`src/rtl/core/pidaw_pkg.sv`:
```
package pidaw_pkg;

   // configuration register file
   localparam int unsigned CSR_ADDR_W = 3;
   localparam int unsigned CSR_DATA_W = 24;

   typedef logic [CSR_ADDR_W-1:0] csr_addr_type;

   localparam csr_addr_type CSR_GAIN_P         = 3'd0;
   localparam csr_addr_type CSR_GAIN_I         = 3'd1;
   localparam csr_addr_type CSR_GAIN_D         = 3'd2;
   localparam csr_addr_type CSR_DRIVE_FLOOR    = 3'd3;
   localparam csr_addr_type CSR_DRIVE_CEILING  = 3'd4;
   localparam csr_addr_type CSR_WINDUP_LIMIT   = 3'd5;
   localparam csr_addr_type CSR_INITIAL_PERIOD = 3'd6;

   // field widths
   localparam int unsigned GAIN_W    = 24;
   localparam int unsigned GAIN_FRAC = 16;
   localparam int unsigned LIMIT_W   = 23;
   localparam int unsigned PERIOD_W  = 24;
   localparam int unsigned ELAPSED_W = 32;

   // one multiplier bit per cycle, multiplier operand is always GAIN_W wide
   localparam int unsigned MUL_BITS = GAIN_W;

   localparam logic [PERIOD_W-1:0]  US_PER_SEC         = 24'd1000000;
   localparam logic [PERIOD_W-1:0]  FALLBACK_PERIOD_US = 24'd10000;
   localparam logic [ELAPSED_W-1:0] ELAPSED_LIMIT      = 32'd1000000;

   // register reset values
   localparam logic [GAIN_W-1:0]   GAIN_P_RST         = 24'd65536;
   localparam logic [GAIN_W-1:0]   GAIN_I_RST         = 24'd3277;
   localparam logic [GAIN_W-1:0]   GAIN_D_RST         = 24'd13107;
   localparam logic [23:0]         DRIVE_FLOOR_RST    = 24'd0;
   localparam logic [23:0]         DRIVE_CEILING_RST  = 24'd25600;
   localparam logic [LIMIT_W-1:0]  WINDUP_LIMIT_RST   = 23'd12800;
   localparam logic [PERIOD_W-1:0] INITIAL_PERIOD_RST = 24'd10000;

endpackage

```
`src/rtl/core/pid_controller_antiwindup.sv`:
```
// PID step with a clamped integrator. Each req_ transfer carries a setpoint, a
// measurement (both signed Q16.8) and the microseconds since the last update;
// each one yields exactly one rsp_ transfer with the drive value, clamped to
// [drive_floor, drive_ceiling] (floor wins if the two cross) and saturated to
// DATA_WIDTH bits. Gains are unsigned Q8.16 and every product is truncated
// toward zero on its magnitude. All arithmetic runs through one shared
// shift-add multiplier (one multiplier bit per cycle) and one restoring
// divider (one quotient bit per cycle). The block takes a new item only
// once it is done with the last one; the derivative is skipped when the
// stored measurement is zero. A finished result waits in the output
// register while the next item is already accepted; it only holds up the
// sequencer if it is still unread when the next result is ready. The first
// item after reset takes its period from initial_period_us; later items take
// the elapsed time when it lies strictly between 0 and 1000000. Write
// configuration only while the block is idle.
module pid_controller_antiwindup #(
   parameter int unsigned DATA_WIDTH = 24
) (
   input  logic                                  clock,
   input  logic                                  reset,
   // req_tdata, lowest bit up: target, sensed, interval_us, zero fill
   input  logic                                  req_tvalid,
   output logic                                  req_tready,
   input  logic [((2*DATA_WIDTH+32+7)/8)*8-1:0]  req_tdata,
   // rsp_tdata, lowest bit up: drive, zero fill
   output logic                                  rsp_tvalid,
   input  logic                                  rsp_tready,
   output logic [((DATA_WIDTH+7)/8)*8-1:0]       rsp_tdata,
   input  logic                                  csr_wr_en,
   input  pidaw_pkg::csr_addr_type               csr_index,
   input  logic [pidaw_pkg::CSR_DATA_W-1:0]      csr_wdata
);

   localparam int unsigned DW     = DATA_WIDTH;
   localparam int unsigned RSP_TW = ((DW + 7) / 8) * 8;
   // dividend / multiplicand register: largest dividend is |x| * 2^24
   localparam int unsigned OW     = DW + 24;
   // product register: largest product is rate * gain_d
   localparam int unsigned AW     = DW + 44;
   // signed accumulator for the three terms
   localparam int unsigned SW     = DW + 30;
   // signed integrator working width, room for the 23-bit limit
   localparam int unsigned IW     = (DW + 7 > 25) ? DW + 7 : 25;
   localparam int unsigned CW     = $clog2(OW);

   localparam int unsigned PW = pidaw_pkg::PERIOD_W;
   localparam int unsigned GW = pidaw_pkg::GAIN_W;

   localparam logic signed [SW-1:0] S_MAX = SW'((64'd1 << (DW - 1)) - 64'd1);
   localparam logic signed [SW-1:0] S_MIN = ~S_MAX;
   localparam logic signed [IW-1:0] I_MAX = IW'((64'd1 << (DW - 1)) - 64'd1);
   localparam logic signed [IW-1:0] I_MIN = ~I_MAX;

   localparam logic [CW-1:0] MUL_LAST = CW'(pidaw_pkg::MUL_BITS - 1);
   localparam logic [CW-1:0] DIV_LAST = CW'(OW - 1);

   // sequencer states
   localparam logic [3:0] ST_IDLE     = 4'd0;
   localparam logic [3:0] ST_PREP     = 4'd1;
   localparam logic [3:0] ST_MUL_INC  = 4'd2;
   localparam logic [3:0] ST_DIV_INC  = 4'd3;
   localparam logic [3:0] ST_INTEG    = 4'd4;
   localparam logic [3:0] ST_LOAD_I   = 4'd5;
   localparam logic [3:0] ST_MUL_I    = 4'd6;
   localparam logic [3:0] ST_ADD_I    = 4'd7;
   localparam logic [3:0] ST_MUL_P    = 4'd8;
   localparam logic [3:0] ST_ADD_P    = 4'd9;
   localparam logic [3:0] ST_MUL_RATE = 4'd10;
   localparam logic [3:0] ST_DIV_RATE = 4'd11;
   localparam logic [3:0] ST_MUL_D    = 4'd12;
   localparam logic [3:0] ST_ADD_D    = 4'd13;
   localparam logic [3:0] ST_CLAMP    = 4'd14;
   localparam logic [3:0] ST_OUT      = 4'd15;

   // control state
   logic [3:0]    state_ff, state_in;
   logic [CW-1:0] cnt_ff, cnt_in;
   logic          rsp_valid_ff, rsp_valid_in;
   logic          started_ff, started_in;
   logic [PW-1:0] period_ff, period_in;
   logic signed [DW-1:0] integ_ff, integ_in;
   logic [DW-1:0] last_sensed_ff, last_sensed_in;

   // configuration registers
   logic [GW-1:0]        gain_p_ff, gain_p_in;
   logic [GW-1:0]        gain_i_ff, gain_i_in;
   logic [GW-1:0]        gain_d_ff, gain_d_in;
   logic signed [23:0]   floor_ff, floor_in;
   logic signed [23:0]   ceiling_ff, ceiling_in;
   logic [pidaw_pkg::LIMIT_W-1:0] windup_ff, windup_in;
   logic [PW-1:0]        init_period_ff, init_period_in;

   // datapath payload
   logic [DW-1:0]        rsp_drive_ff, rsp_drive_in;
   logic signed [DW:0]   err_ff, err_in;
   logic signed [DW:0]   dm_ff, dm_in;
   logic [DW-1:0]        err_mag_ff, err_mag_in;
   logic [DW-1:0]        dm_mag_ff, dm_mag_in;
   logic                 dskip_ff, dskip_in;
   logic [PW-1:0]        dt_ff, dt_in;
   logic [OW-1:0]        opa_ff, opa_in;
   logic [GW-1:0]        opb_ff, opb_in;
   logic [AW-1:0]        acc_ff, acc_in;
   logic [GW-1:0]        rem_ff, rem_in;
   logic signed [SW-1:0] sum_ff, sum_in;

   // input unpacking
   logic [DW-1:0]                   req_target;
   logic [DW-1:0]                   req_sensed;
   logic [pidaw_pkg::ELAPSED_W-1:0] req_elapsed;
   logic [PW-1:0]                   period_sel;

   // shared multiplier and divider step
   logic [AW-1:0] acc_step;
   logic [GW-1:0] opb_step;
   logic [GW:0]   div_trial;
   logic [GW:0]   div_diff;
   logic          div_ge;
   logic [GW-1:0] rem_step;
   logic [OW-1:0] opa_div;

   // magnitudes
   logic [DW:0]   err_neg_val;
   logic [DW:0]   dm_neg_val;
   logic [DW-1:0] err_abs;
   logic [DW-1:0] dm_abs;
   logic [DW-1:0] integ_abs;

   // term accumulation
   logic [SW-1:0]        add_term;
   logic                 add_neg;
   logic signed [SW-1:0] sum_acc;

   // integrator update
   logic signed [IW-1:0] int_ext;
   logic [IW-1:0]        int_inc;
   logic signed [IW-1:0] int_sum;
   logic signed [IW-1:0] int_lim;
   logic signed [IW-1:0] int_a;
   logic signed [IW-1:0] int_b;
   logic signed [IW-1:0] int_c;

   // output clamps
   logic signed [SW-1:0] ceil_ext;
   logic signed [SW-1:0] floor_ext;
   logic signed [SW-1:0] clamp_hi;
   logic signed [SW-1:0] clamp_lo;
   logic signed [SW-1:0] out_sat;

   assign req_tready = (state_ff == ST_IDLE);
   assign rsp_tvalid = rsp_valid_ff;
   assign rsp_tdata  = RSP_TW'(rsp_drive_ff);

   assign req_target  = req_tdata[DW-1:0];
   assign req_sensed  = req_tdata[2*DW-1:DW];
   assign req_elapsed = req_tdata[2*DW+pidaw_pkg::ELAPSED_W-1:2*DW];

   // first item takes the configured period, later ones a plausible elapsed time
   always_comb begin
      if (!started_ff) begin
         period_sel = init_period_ff;
      end else if (req_elapsed != '0 && req_elapsed < pidaw_pkg::ELAPSED_LIMIT) begin
         period_sel = req_elapsed[PW-1:0];
      end else begin
         period_sel = period_ff;
      end
   end

   // multiply: MSB-first shift-add, one multiplier bit per cycle
   assign acc_step = (acc_ff << 1) + (opb_ff[GW-1] ? AW'(opa_ff) : '0);
   assign opb_step = opb_ff << 1;

   // divide: restoring, quotient bits shift into the dividend register
   assign div_trial = {rem_ff, opa_ff[OW-1]};
   assign div_diff  = div_trial - {1'b0, opb_ff};
   assign div_ge    = (div_trial >= {1'b0, opb_ff});
   assign rem_step  = div_ge ? div_diff[GW-1:0] : div_trial[GW-1:0];
   assign opa_div   = {opa_ff[OW-2:0], div_ge};

   assign err_neg_val = ~err_ff + 1'b1;
   assign dm_neg_val  = ~dm_ff + 1'b1;
   assign err_abs     = err_ff[DW] ? err_neg_val[DW-1:0] : err_ff[DW-1:0];
   assign dm_abs      = dm_ff[DW] ? dm_neg_val[DW-1:0] : dm_ff[DW-1:0];
   assign integ_abs   = integ_ff[DW-1] ? (~integ_ff + 1'b1) : integ_ff;

   // add the product (already >> GAIN_FRAC) with its sign; derivative enters negated
   assign add_term = SW'(acc_ff[AW-1:pidaw_pkg::GAIN_FRAC]);
   assign add_neg  = (state_ff == ST_ADD_I) ? integ_ff[DW-1] :
                     (state_ff == ST_ADD_P) ? err_ff[DW] : ~dm_ff[DW];
   assign sum_acc  = sum_ff + (add_term ^ {SW{add_neg}}) + SW'(add_neg);

   // integrator: add signed increment, clamp to +/- limit, then to field range
   assign int_ext = {{(IW-DW){integ_ff[DW-1]}}, integ_ff};
   assign int_inc = IW'(opa_ff[DW+4:0]);
   assign int_sum = int_ext + (int_inc ^ {IW{err_ff[DW]}}) + IW'(err_ff[DW]);
   assign int_lim = IW'(windup_ff);
   assign int_a   = (int_sum > int_lim) ? int_lim : int_sum;
   assign int_b   = (int_a < -int_lim) ? -int_lim : int_a;
   assign int_c   = (int_b > I_MAX) ? I_MAX : ((int_b < I_MIN) ? I_MIN : int_b);

   // output: ceiling first, floor second, then field saturation
   assign ceil_ext  = {{(SW-24){ceiling_ff[23]}}, ceiling_ff};
   assign floor_ext = {{(SW-24){floor_ff[23]}}, floor_ff};
   assign clamp_hi  = (sum_ff > ceil_ext) ? ceil_ext : sum_ff;
   assign clamp_lo  = (clamp_hi < floor_ext) ? floor_ext : clamp_hi;
   assign out_sat   = (sum_ff > S_MAX) ? S_MAX : ((sum_ff < S_MIN) ? S_MIN : sum_ff);

   always_comb begin
      state_in       = state_ff;
      cnt_in         = cnt_ff;
      rsp_valid_in   = rsp_valid_ff;
      started_in     = started_ff;
      period_in      = period_ff;
      integ_in       = integ_ff;
      last_sensed_in = last_sensed_ff;
      gain_p_in      = gain_p_ff;
      gain_i_in      = gain_i_ff;
      gain_d_in      = gain_d_ff;
      floor_in       = floor_ff;
      ceiling_in     = ceiling_ff;
      windup_in      = windup_ff;
      init_period_in = init_period_ff;
      rsp_drive_in   = rsp_drive_ff;
      err_in         = err_ff;
      dm_in          = dm_ff;
      err_mag_in     = err_mag_ff;
      dm_mag_in      = dm_mag_ff;
      dskip_in       = dskip_ff;
      dt_in          = dt_ff;
      opa_in         = opa_ff;
      opb_in         = opb_ff;
      acc_in         = acc_ff;
      rem_in         = rem_ff;
      sum_in         = sum_ff;

      // register writes; unknown indexes drop
      if (csr_wr_en) begin
         case (csr_index)
            pidaw_pkg::CSR_GAIN_P:         gain_p_in      = csr_wdata[GW-1:0];
            pidaw_pkg::CSR_GAIN_I:         gain_i_in      = csr_wdata[GW-1:0];
            pidaw_pkg::CSR_GAIN_D:         gain_d_in      = csr_wdata[GW-1:0];
            pidaw_pkg::CSR_DRIVE_FLOOR:    floor_in       = csr_wdata[23:0];
            pidaw_pkg::CSR_DRIVE_CEILING:  ceiling_in     = csr_wdata[23:0];
            pidaw_pkg::CSR_WINDUP_LIMIT:   windup_in      = csr_wdata[pidaw_pkg::LIMIT_W-1:0];
            pidaw_pkg::CSR_INITIAL_PERIOD: init_period_in = csr_wdata[PW-1:0];
            default: ;
         endcase
      end

      if (rsp_valid_ff && rsp_tready) begin
         rsp_valid_in = 1'b0;
      end

      case (state_ff)
         ST_IDLE: begin
            if (req_tvalid) begin
               err_in         = {req_target[DW-1], req_target} - {req_sensed[DW-1], req_sensed};
               dm_in          = {req_sensed[DW-1], req_sensed}
                                - {last_sensed_ff[DW-1], last_sensed_ff};
               dskip_in       = (last_sensed_ff == '0);
               last_sensed_in = req_sensed;
               started_in     = 1'b1;
               period_in      = period_sel;
               dt_in          = (period_sel == '0) ? pidaw_pkg::FALLBACK_PERIOD_US : period_sel;
               sum_in         = '0;
               state_in       = ST_PREP;
            end
         end
         ST_PREP: begin
            err_mag_in = err_abs;
            dm_mag_in  = dm_abs;
            opa_in     = OW'(err_abs);
            opb_in     = dt_ff;
            acc_in     = '0;
            cnt_in     = '0;
            state_in   = ST_MUL_INC;
         end
         ST_MUL_INC, ST_MUL_I, ST_MUL_P, ST_MUL_RATE, ST_MUL_D: begin
            acc_in = acc_step;
            opb_in = opb_step;
            cnt_in = cnt_ff + 1'b1;
            if (cnt_ff == MUL_LAST) begin
               cnt_in = '0;
               case (state_ff)
                  ST_MUL_INC: begin
                     // |err| * dt / 1e6
                     opa_in   = acc_step[OW-1:0];
                     opb_in   = pidaw_pkg::US_PER_SEC;
                     rem_in   = '0;
                     state_in = ST_DIV_INC;
                  end
                  ST_MUL_RATE: begin
                     // |dmeas| * 1e6 / dt
                     opa_in   = acc_step[OW-1:0];
                     opb_in   = dt_ff;
                     rem_in   = '0;
                     state_in = ST_DIV_RATE;
                  end
                  ST_MUL_I: state_in = ST_ADD_I;
                  ST_MUL_P: state_in = ST_ADD_P;
                  default:  state_in = ST_ADD_D;
               endcase
            end
         end
         ST_DIV_INC, ST_DIV_RATE: begin
            opa_in = opa_div;
            rem_in = rem_step;
            cnt_in = cnt_ff + 1'b1;
            if (cnt_ff == DIV_LAST) begin
               cnt_in = '0;
               if (state_ff == ST_DIV_INC) begin
                  state_in = ST_INTEG;
               end else begin
                  opb_in   = gain_d_ff;
                  acc_in   = '0;
                  state_in = ST_MUL_D;
               end
            end
         end
         ST_INTEG: begin
            integ_in = int_c[DW-1:0];
            state_in = ST_LOAD_I;
         end
         ST_LOAD_I: begin
            opa_in   = OW'(integ_abs);
            opb_in   = gain_i_ff;
            acc_in   = '0;
            cnt_in   = '0;
            state_in = ST_MUL_I;
         end
         ST_ADD_I: begin
            sum_in   = sum_acc;
            opa_in   = OW'(err_mag_ff);
            opb_in   = gain_p_ff;
            acc_in   = '0;
            cnt_in   = '0;
            state_in = ST_MUL_P;
         end
         ST_ADD_P: begin
            sum_in = sum_acc;
            if (dskip_ff) begin
               state_in = ST_CLAMP;
            end else begin
               opa_in   = OW'(dm_mag_ff);
               opb_in   = pidaw_pkg::US_PER_SEC;
               acc_in   = '0;
               cnt_in   = '0;
               state_in = ST_MUL_RATE;
            end
         end
         ST_ADD_D: begin
            sum_in   = sum_acc;
            state_in = ST_CLAMP;
         end
         ST_CLAMP: begin
            sum_in   = clamp_lo;
            state_in = ST_OUT;
         end
         ST_OUT: begin
            // hold until the output register is free
            if (!rsp_valid_ff || rsp_tready) begin
               rsp_drive_in = out_sat[DW-1:0];
               rsp_valid_in = 1'b1;
               state_in     = ST_IDLE;
            end
         end
         default: state_in = ST_IDLE;
      endcase
   end

   always_ff @(posedge clock) begin
      if (reset) begin
         state_ff       <= ST_IDLE;
         cnt_ff         <= '0;
         rsp_valid_ff   <= 1'b0;
         started_ff     <= 1'b0;
         period_ff      <= pidaw_pkg::INITIAL_PERIOD_RST;
         integ_ff       <= '0;
         last_sensed_ff <= '0;
         gain_p_ff      <= pidaw_pkg::GAIN_P_RST;
         gain_i_ff      <= pidaw_pkg::GAIN_I_RST;
         gain_d_ff      <= pidaw_pkg::GAIN_D_RST;
         floor_ff       <= pidaw_pkg::DRIVE_FLOOR_RST;
         ceiling_ff     <= pidaw_pkg::DRIVE_CEILING_RST;
         windup_ff      <= pidaw_pkg::WINDUP_LIMIT_RST;
         init_period_ff <= pidaw_pkg::INITIAL_PERIOD_RST;
      end else begin
         state_ff       <= state_in;
         cnt_ff         <= cnt_in;
         rsp_valid_ff   <= rsp_valid_in;
         started_ff     <= started_in;
         period_ff      <= period_in;
         integ_ff       <= integ_in;
         last_sensed_ff <= last_sensed_in;
         gain_p_ff      <= gain_p_in;
         gain_i_ff      <= gain_i_in;
         gain_d_ff      <= gain_d_in;
         floor_ff       <= floor_in;
         ceiling_ff     <= ceiling_in;
         windup_ff      <= windup_in;
         init_period_ff <= init_period_in;
      end
   end

   always_ff @(posedge clock) begin
      rsp_drive_ff <= rsp_drive_in;
      err_ff       <= err_in;
      dm_ff        <= dm_in;
      err_mag_ff   <= err_mag_in;
      dm_mag_ff    <= dm_mag_in;
      dskip_ff     <= dskip_in;
      dt_ff        <= dt_in;
      opa_ff       <= opa_in;
      opb_ff       <= opb_in;
      acc_ff       <= acc_in;
      rem_ff       <= rem_in;
      sum_ff       <= sum_in;
   end

`ifndef SYNTHESIS
   // a result only appears out of the final state
   assert property (@(posedge clock) disable iff (reset)
      $rose(rsp_tvalid) |-> $past(state_ff == ST_OUT))
      else $error("result appeared outside the output state");

   // partial remainder always stays below the divisor
   assert property (@(posedge clock) disable iff (reset)
      (state_ff == ST_DIV_INC || state_ff == ST_DIV_RATE) |-> (rem_ff < opb_ff))
      else $error("divider remainder out of range");

   // an accepted item always starts the preparation step
   assert property (@(posedge clock) disable iff (reset)
      (req_tvalid && req_tready) |=> (state_ff == ST_PREP))
      else $error("accepted item did not start the sequence");

   // derivative path only runs with a nonzero stored measurement
   assert property (@(posedge clock) disable iff (reset)
      (state_ff == ST_MUL_RATE || state_ff == ST_DIV_RATE || state_ff == ST_MUL_D)
      |-> !dskip_ff)
      else $error("derivative computed while it should be skipped");
`endif

endmodule
```
`config.mk`:
```
export PLATFORM = sky130hd
export DESIGN_NAME = pid_controller_antiwindup
export DESIGN_NICKNAME = d
export VERILOG_FILES = /design/src/rtl/core/pidaw_pkg.sv /design/src/rtl/core/pid_controller_antiwindup.sv
export SDC_FILE = /design/constraint.sdc
export NUM_CORES = 2
export LEC_CHECK = 0
export ABC_AREA = 1
export BUFFER_PORTS_ARGS = -buffer_cell sky130_fd_sc_hd__buf_2
export CORE_ASPECT_RATIO = 1.4
export CORE_UTILIZATION = 29
export DETAILED_ROUTE_END_ITERATION = 10
export GPL_TIMING_DRIVEN = 0
export HOLD_SLACK_MARGIN = 0.05
export SYNTH_ARGS = -nofsm -noshare
export SYNTH_HDL_FRONTEND = slang
export SYNTH_SLANG_ARGS = --single-unit
```
`constraint.sdc`:
```
create_clock -name clock -period 20.6 [get_ports clock]
set_clock_uncertainty 0.2 [all_clocks]
set_input_delay 6.18 -clock clock [delete_from_list [all_inputs] [get_ports clock]]
set_output_delay 6.18 -clock clock [all_outputs]
set_load 0.01 [all_outputs]
```
Yosys cells after proc, flatten, opt, wreduce, memory -nomap -nowiden

Index checks and enable logic that the tools add are counted.

Word-level logic and storage cells: 169
Input bits: 112
Output and inout bits: 26
Flip-flop bits (word level): 616

$add $sub $neg: 13
Magnitude comparators: 10
Reduce and logical (&&, ||, !) cells: 34
Mux-type cells: 50
Bitwise operators: 6
Equal/unequal tests: 30

Operators with widths:

| cell                                                                    | count |
|---|---|
| 24-bit two-way mux                                                      | 15 |
| 48-bit case mux with 6 select lines                                     | 1 |
| 68-bit case mux with 4 select lines                                     | 1 |
| 68-bit two-way mux                                                      | 3 |
| 48-bit two-way mux                                                      | 4 |
| 54-bit two-way mux                                                      | 3 |
| 54-bit case mux with 3 select lines                                     | 1 |
| 24-bit case mux with 6 select lines                                     | 1 |
| 24-bit case mux with 2 select lines                                     | 2 |
| 24-bit by 1-bit adder with 24-bit output (second input constant)        | 3 |
| 24-bit NOT                                                              | 3 |
| 68-bit by 48-bit adder with 68-bit output                               | 1 |
| 31-bit two-way mux                                                      | 2 |
| 54-bit by 1-bit adder with 54-bit output                                | 1 |
| 54-bit adder                                                            | 1 |
| 54-bit by 24-bit > comparator with 1-bit output                         | 1 |
| 54-bit by 24-bit > comparator with 1-bit output (second input constant) | 1 |
| 54-bit by 24-bit < comparator with 1-bit output                         | 1 |
| 54-bit by 24-bit < comparator with 1-bit output (second input constant) | 1 |
| 52-bit by 54-bit XOR with 54-bit output                                 | 1 |
| 24-bit by 24-bit subtractor with 25-bit output                          | 2 |
| 24-bit zero test                                                        | 2 |
| 4-bit case mux with 11 select lines                                     | 1 |
| 4-bit equality test (second input constant)                             | 8 |
| 44 further kinds                                                        | 83 |

Logic depth before layout (Yosys ltp)

Depth in word-level cells: 10
Mapped depth: 53
Mapped depth without buffers: 47

Worst setup path before layout

No wires, ideal clock.

Path type: input to register
Start: input port req_tdata[0]
End: register err_ff[24] (data pin)
Stages on the path: 24
Arrival: 9119 ps
Library setup time: 260 ps
Required time: 20140 ps
Slack: 11021 ps
Path buffers: 0
Path through: inv_1 ha_1 fa_1 o21ai_0 a21oi_1 o21bai_1 nand2_1 o21ai_0 a21oi_1 inv_1 a21oi_1 o21ai_0 nand3_1 nand2_1 a21o_1 a21oi_1 o21ai_0 nand2_1 nand2_1 nand3_1 nand2_1 nand2_1 nand3_1 o21ai_0

Cells in the longest elaborated chain, start to end: 1

Ends and longest elaborated chain:

| what                                           | RTL line                         | text |
|---|---|---|
| from (decl)                                    | pid_controller_antiwindup.sv:24  | `input logic [((2*DATA_WIDTH+32+7)/8)*8-1:0] req_tdata,` |
| 24-bit by 24-bit subtractor with 25-bit output | pid_controller_antiwindup.sv:257 | `err_in = {req_target[DW-1], req_target} - {req_sensed[DW-1], req_sensed};` |
| to (signal assigned)                           | pid_controller_antiwindup.sv:407 | `err_ff <= err_in;` |
| to (decl)                                      | pid_controller_antiwindup.sv:95  | `logic signed [DW:0] err_ff, err_in;` |

Every way passes these cells.
A chain may end at the register's enable or synchronous reset.

Worst setup path after layout

Ends and elaborated chain as after synthesis.

==> results_dict.tcl <==
set metrics [dict create \
    status "complete, but fails checks" \
    violations "DRC" \
    worstSetupEndpointType "register" \
    nNetsFinal 6408 \
    antenna_found_initial 8 \
    ios 138 \
    drtIter0Drc 2986 \
    first_pass_iters 9 \
    syn_nets 6183 \
    drt.antenna.violating_nets 0 \
    wl_per_cell_um 19.6 \
    layout_common_cells "nand2_1 (1049), inv_1 (702), o21ai_0 (599)" \
    grt_pass1_vias 39612 \
    ctsHoldBuffers 0 \
    routabilityCongestion 0.974 \
    setup_viol 0 \
    tns_ps 0 \
    remaining_drc_errors 14 \
    critPathTopFamily "compound AO/OA/AOI/OAI gates" \
    htreeDepth 3 \
    placementRows 167 \
    dp_hpwl_mm 127 \
    mostFrequentLayoutCell "nand2_1" \
    cpMostUsedCell "nand2_1" \
    vias 40649 \
    grt_first_pass_wirelength_mm 232 \
    clock_latency_ps 710 \
    portBuffers 137 \
    timing.reg2reg.setup_slack_ps 11300 \
    fp.dieH_um 460 \
    drv_slew 0 \
    core_um2 148000 \
    crit_path_top_delay_cell "fa_1" \
    numClockSinks 616 \
    synth_edf_count 365 \
    areaGrowthSynthToFinish_pct 13.7 \
    synthTopCellsByArea "edfxtp_1 (25%), dfxtp_1 (12%), ha_1 (10%)" \
    grt-ovfl-total 0 \
    dpl_worst_slack_ps 10260 \
    post_cts_buffers 0 \
    layout_min_cycle_time_ps 9560 \
    root_buffer "clkbuf_16" \
    vias_per_cell 5.13 \
    total_leakage_power_nw 21.4 \
    max_stage_delay_ps 410 \
    synth_top_cell_area_share 0.253 \
    worst_pin_slew_ps 1420 \
    irDropWorstVdd_uv 67.6 \
    cap_viol_max_count 0 \
    synth_largest_area_cell "edfxtp_1" \
    syn_avg_cell_area_um2 7.61 \
    crit_type "in -> reg" \
    die-area_um2 151000 \
    grt_setup_unrepaired "no" \
    cp_data_arrival_time_ps 9790 \
    min_path_type "reg -> reg" \
    wirelength_mm 156 \
    grtUsageTotal 0.202 \
    synth_cell_types 65 \
    cts_buffers 72 \
    clockBufferDepth 3 \
    synth_area_um2 43400 \
    crit_buf_inv 3 \
    timing.final.crit_share 0.464 \
    yosysWarnings 0 \
    post_cts_resized 0 \
    synth_ff_type "edfxtp_1" \
    synth_cells 5702 \
    yosysSeqAreaShare 0.368 \
    clkTransAtPathRegs_ps 60 \
    cts_tree "yes" \
    die_x_um 329 \
    grt_max_degree 57 \
    cp.required_ps 20830 \
    hold_violations 0 \
    synth_seq_cells 616 \
    setup_ws_ps 11040 \
    p_per_area_nw_per_um2 135 \
    start_util 0.293 \
    maxSlewHeadroom 0.0479 \
    drive_gt1_frac 0.0640 \
    critPathLaunchType "input pin" \
    fmax_mhz 105 \
    async_flop_share 0 \
    crit_fanout 2 \
]
==> per-layer routing <==
metal  track usage  vias to the layer above  routed length (µm)
met5             0                        -                   8
met4         0.137                        2               11200
met3        0.0225                      410                7900
met2         0.365                     1325               77900
met1         0.219                    19007               58700
li1              -                    19905                   -
==> power breakdown <==
part | total (W) | switching [W] | internal (W)
Clock | 0.00140 | 0.000594 | 0.000809
Sequential | 0.00191 | 0.000242 | 0.00166
Combinational | 0.00337 | 0.00227 | 0.00110
==> tightest hold or removal path, cell delays in order (launching register included) <==
cell and delay (ps):
dfxtp_1 300, inv_1 50, a21oi_1 60
==> final cells by class <==
type	count	area (µm²)
Sequential cell	616	16000
Multi-Input combinational cell	4169	24000
Clock inverter	49	687
Clock buffer	84	1880
Fill cell	15752	98800
Antenna cell	2	5.00
Inverter	719	2700
Buffer	198	781
Timing Repair Buffer	151	902
Tap cell	1943	2430
==> registers in the layout, summed over array words and instances (netlist names), 25 cells and up <==
name,cells
sum_ff,54
dm_ff,25
acc_ff,68
err_ff,25
opa_ff,48
==> worst paths after layout <==
check                     start       endpoint  cells past startpoint
setup / recovery   req_tdata[0]     err_ff[24]                     25
setup reg to reg     err_ff[24]    integ_ff[8]                     45
hold reg to reg   gain_p_ff[18]  gain_p_ff[18]                      2
hold / removal    gain_p_ff[18]  gain_p_ff[18]                      2
==> synthesized netlist by cell type (41+ instances only) <==
| library cell | number |
|---|---|
| a21oi_1 | 582 |
| clkbuf_1 | 179 |
| dfxtp_1 | 251 |
| edfxtp_1 | 365 |
| ha_1 | 363 |
| inv_1 | 702 |
| nand2_1 | 1049 |
| nand3_1 | 287 |
| nand4_1 | 53 |
| nor2_1 | 475 |
| nor3_1 | 70 |
| nor4_1 | 41 |
| o211ai_1 | 52 |
| o21ai_0 | 599 |
| xnor2_1 | 109 |
| xor2_1 | 169 |
==> through the flow <==
step	std cells	utilization	hold WS (ps)	instance area (µm²)	total power, W
CTS	7929	0.333	252	49400	0.00667
finish	7931	0.333	255	49400	0.00668
floorplan	5702	-	224	43400	0.00420
detailed placement	7796	0.316	243	46800	0.00525
global placement	7782	0.314	237	46500	0.00520
global route	7930	0.333	276	49400	0.00714
==> logic make-up after synthesis <==
group / share of synthesized area
compound gates: 0.186
buf+inv: 0.0801
flops: 0.368
xor+xnor: 0.0567
simple gates: 0.201
fa+ha+maj: 0.107
No activity file was read; power rests on OpenSTA's default activity.
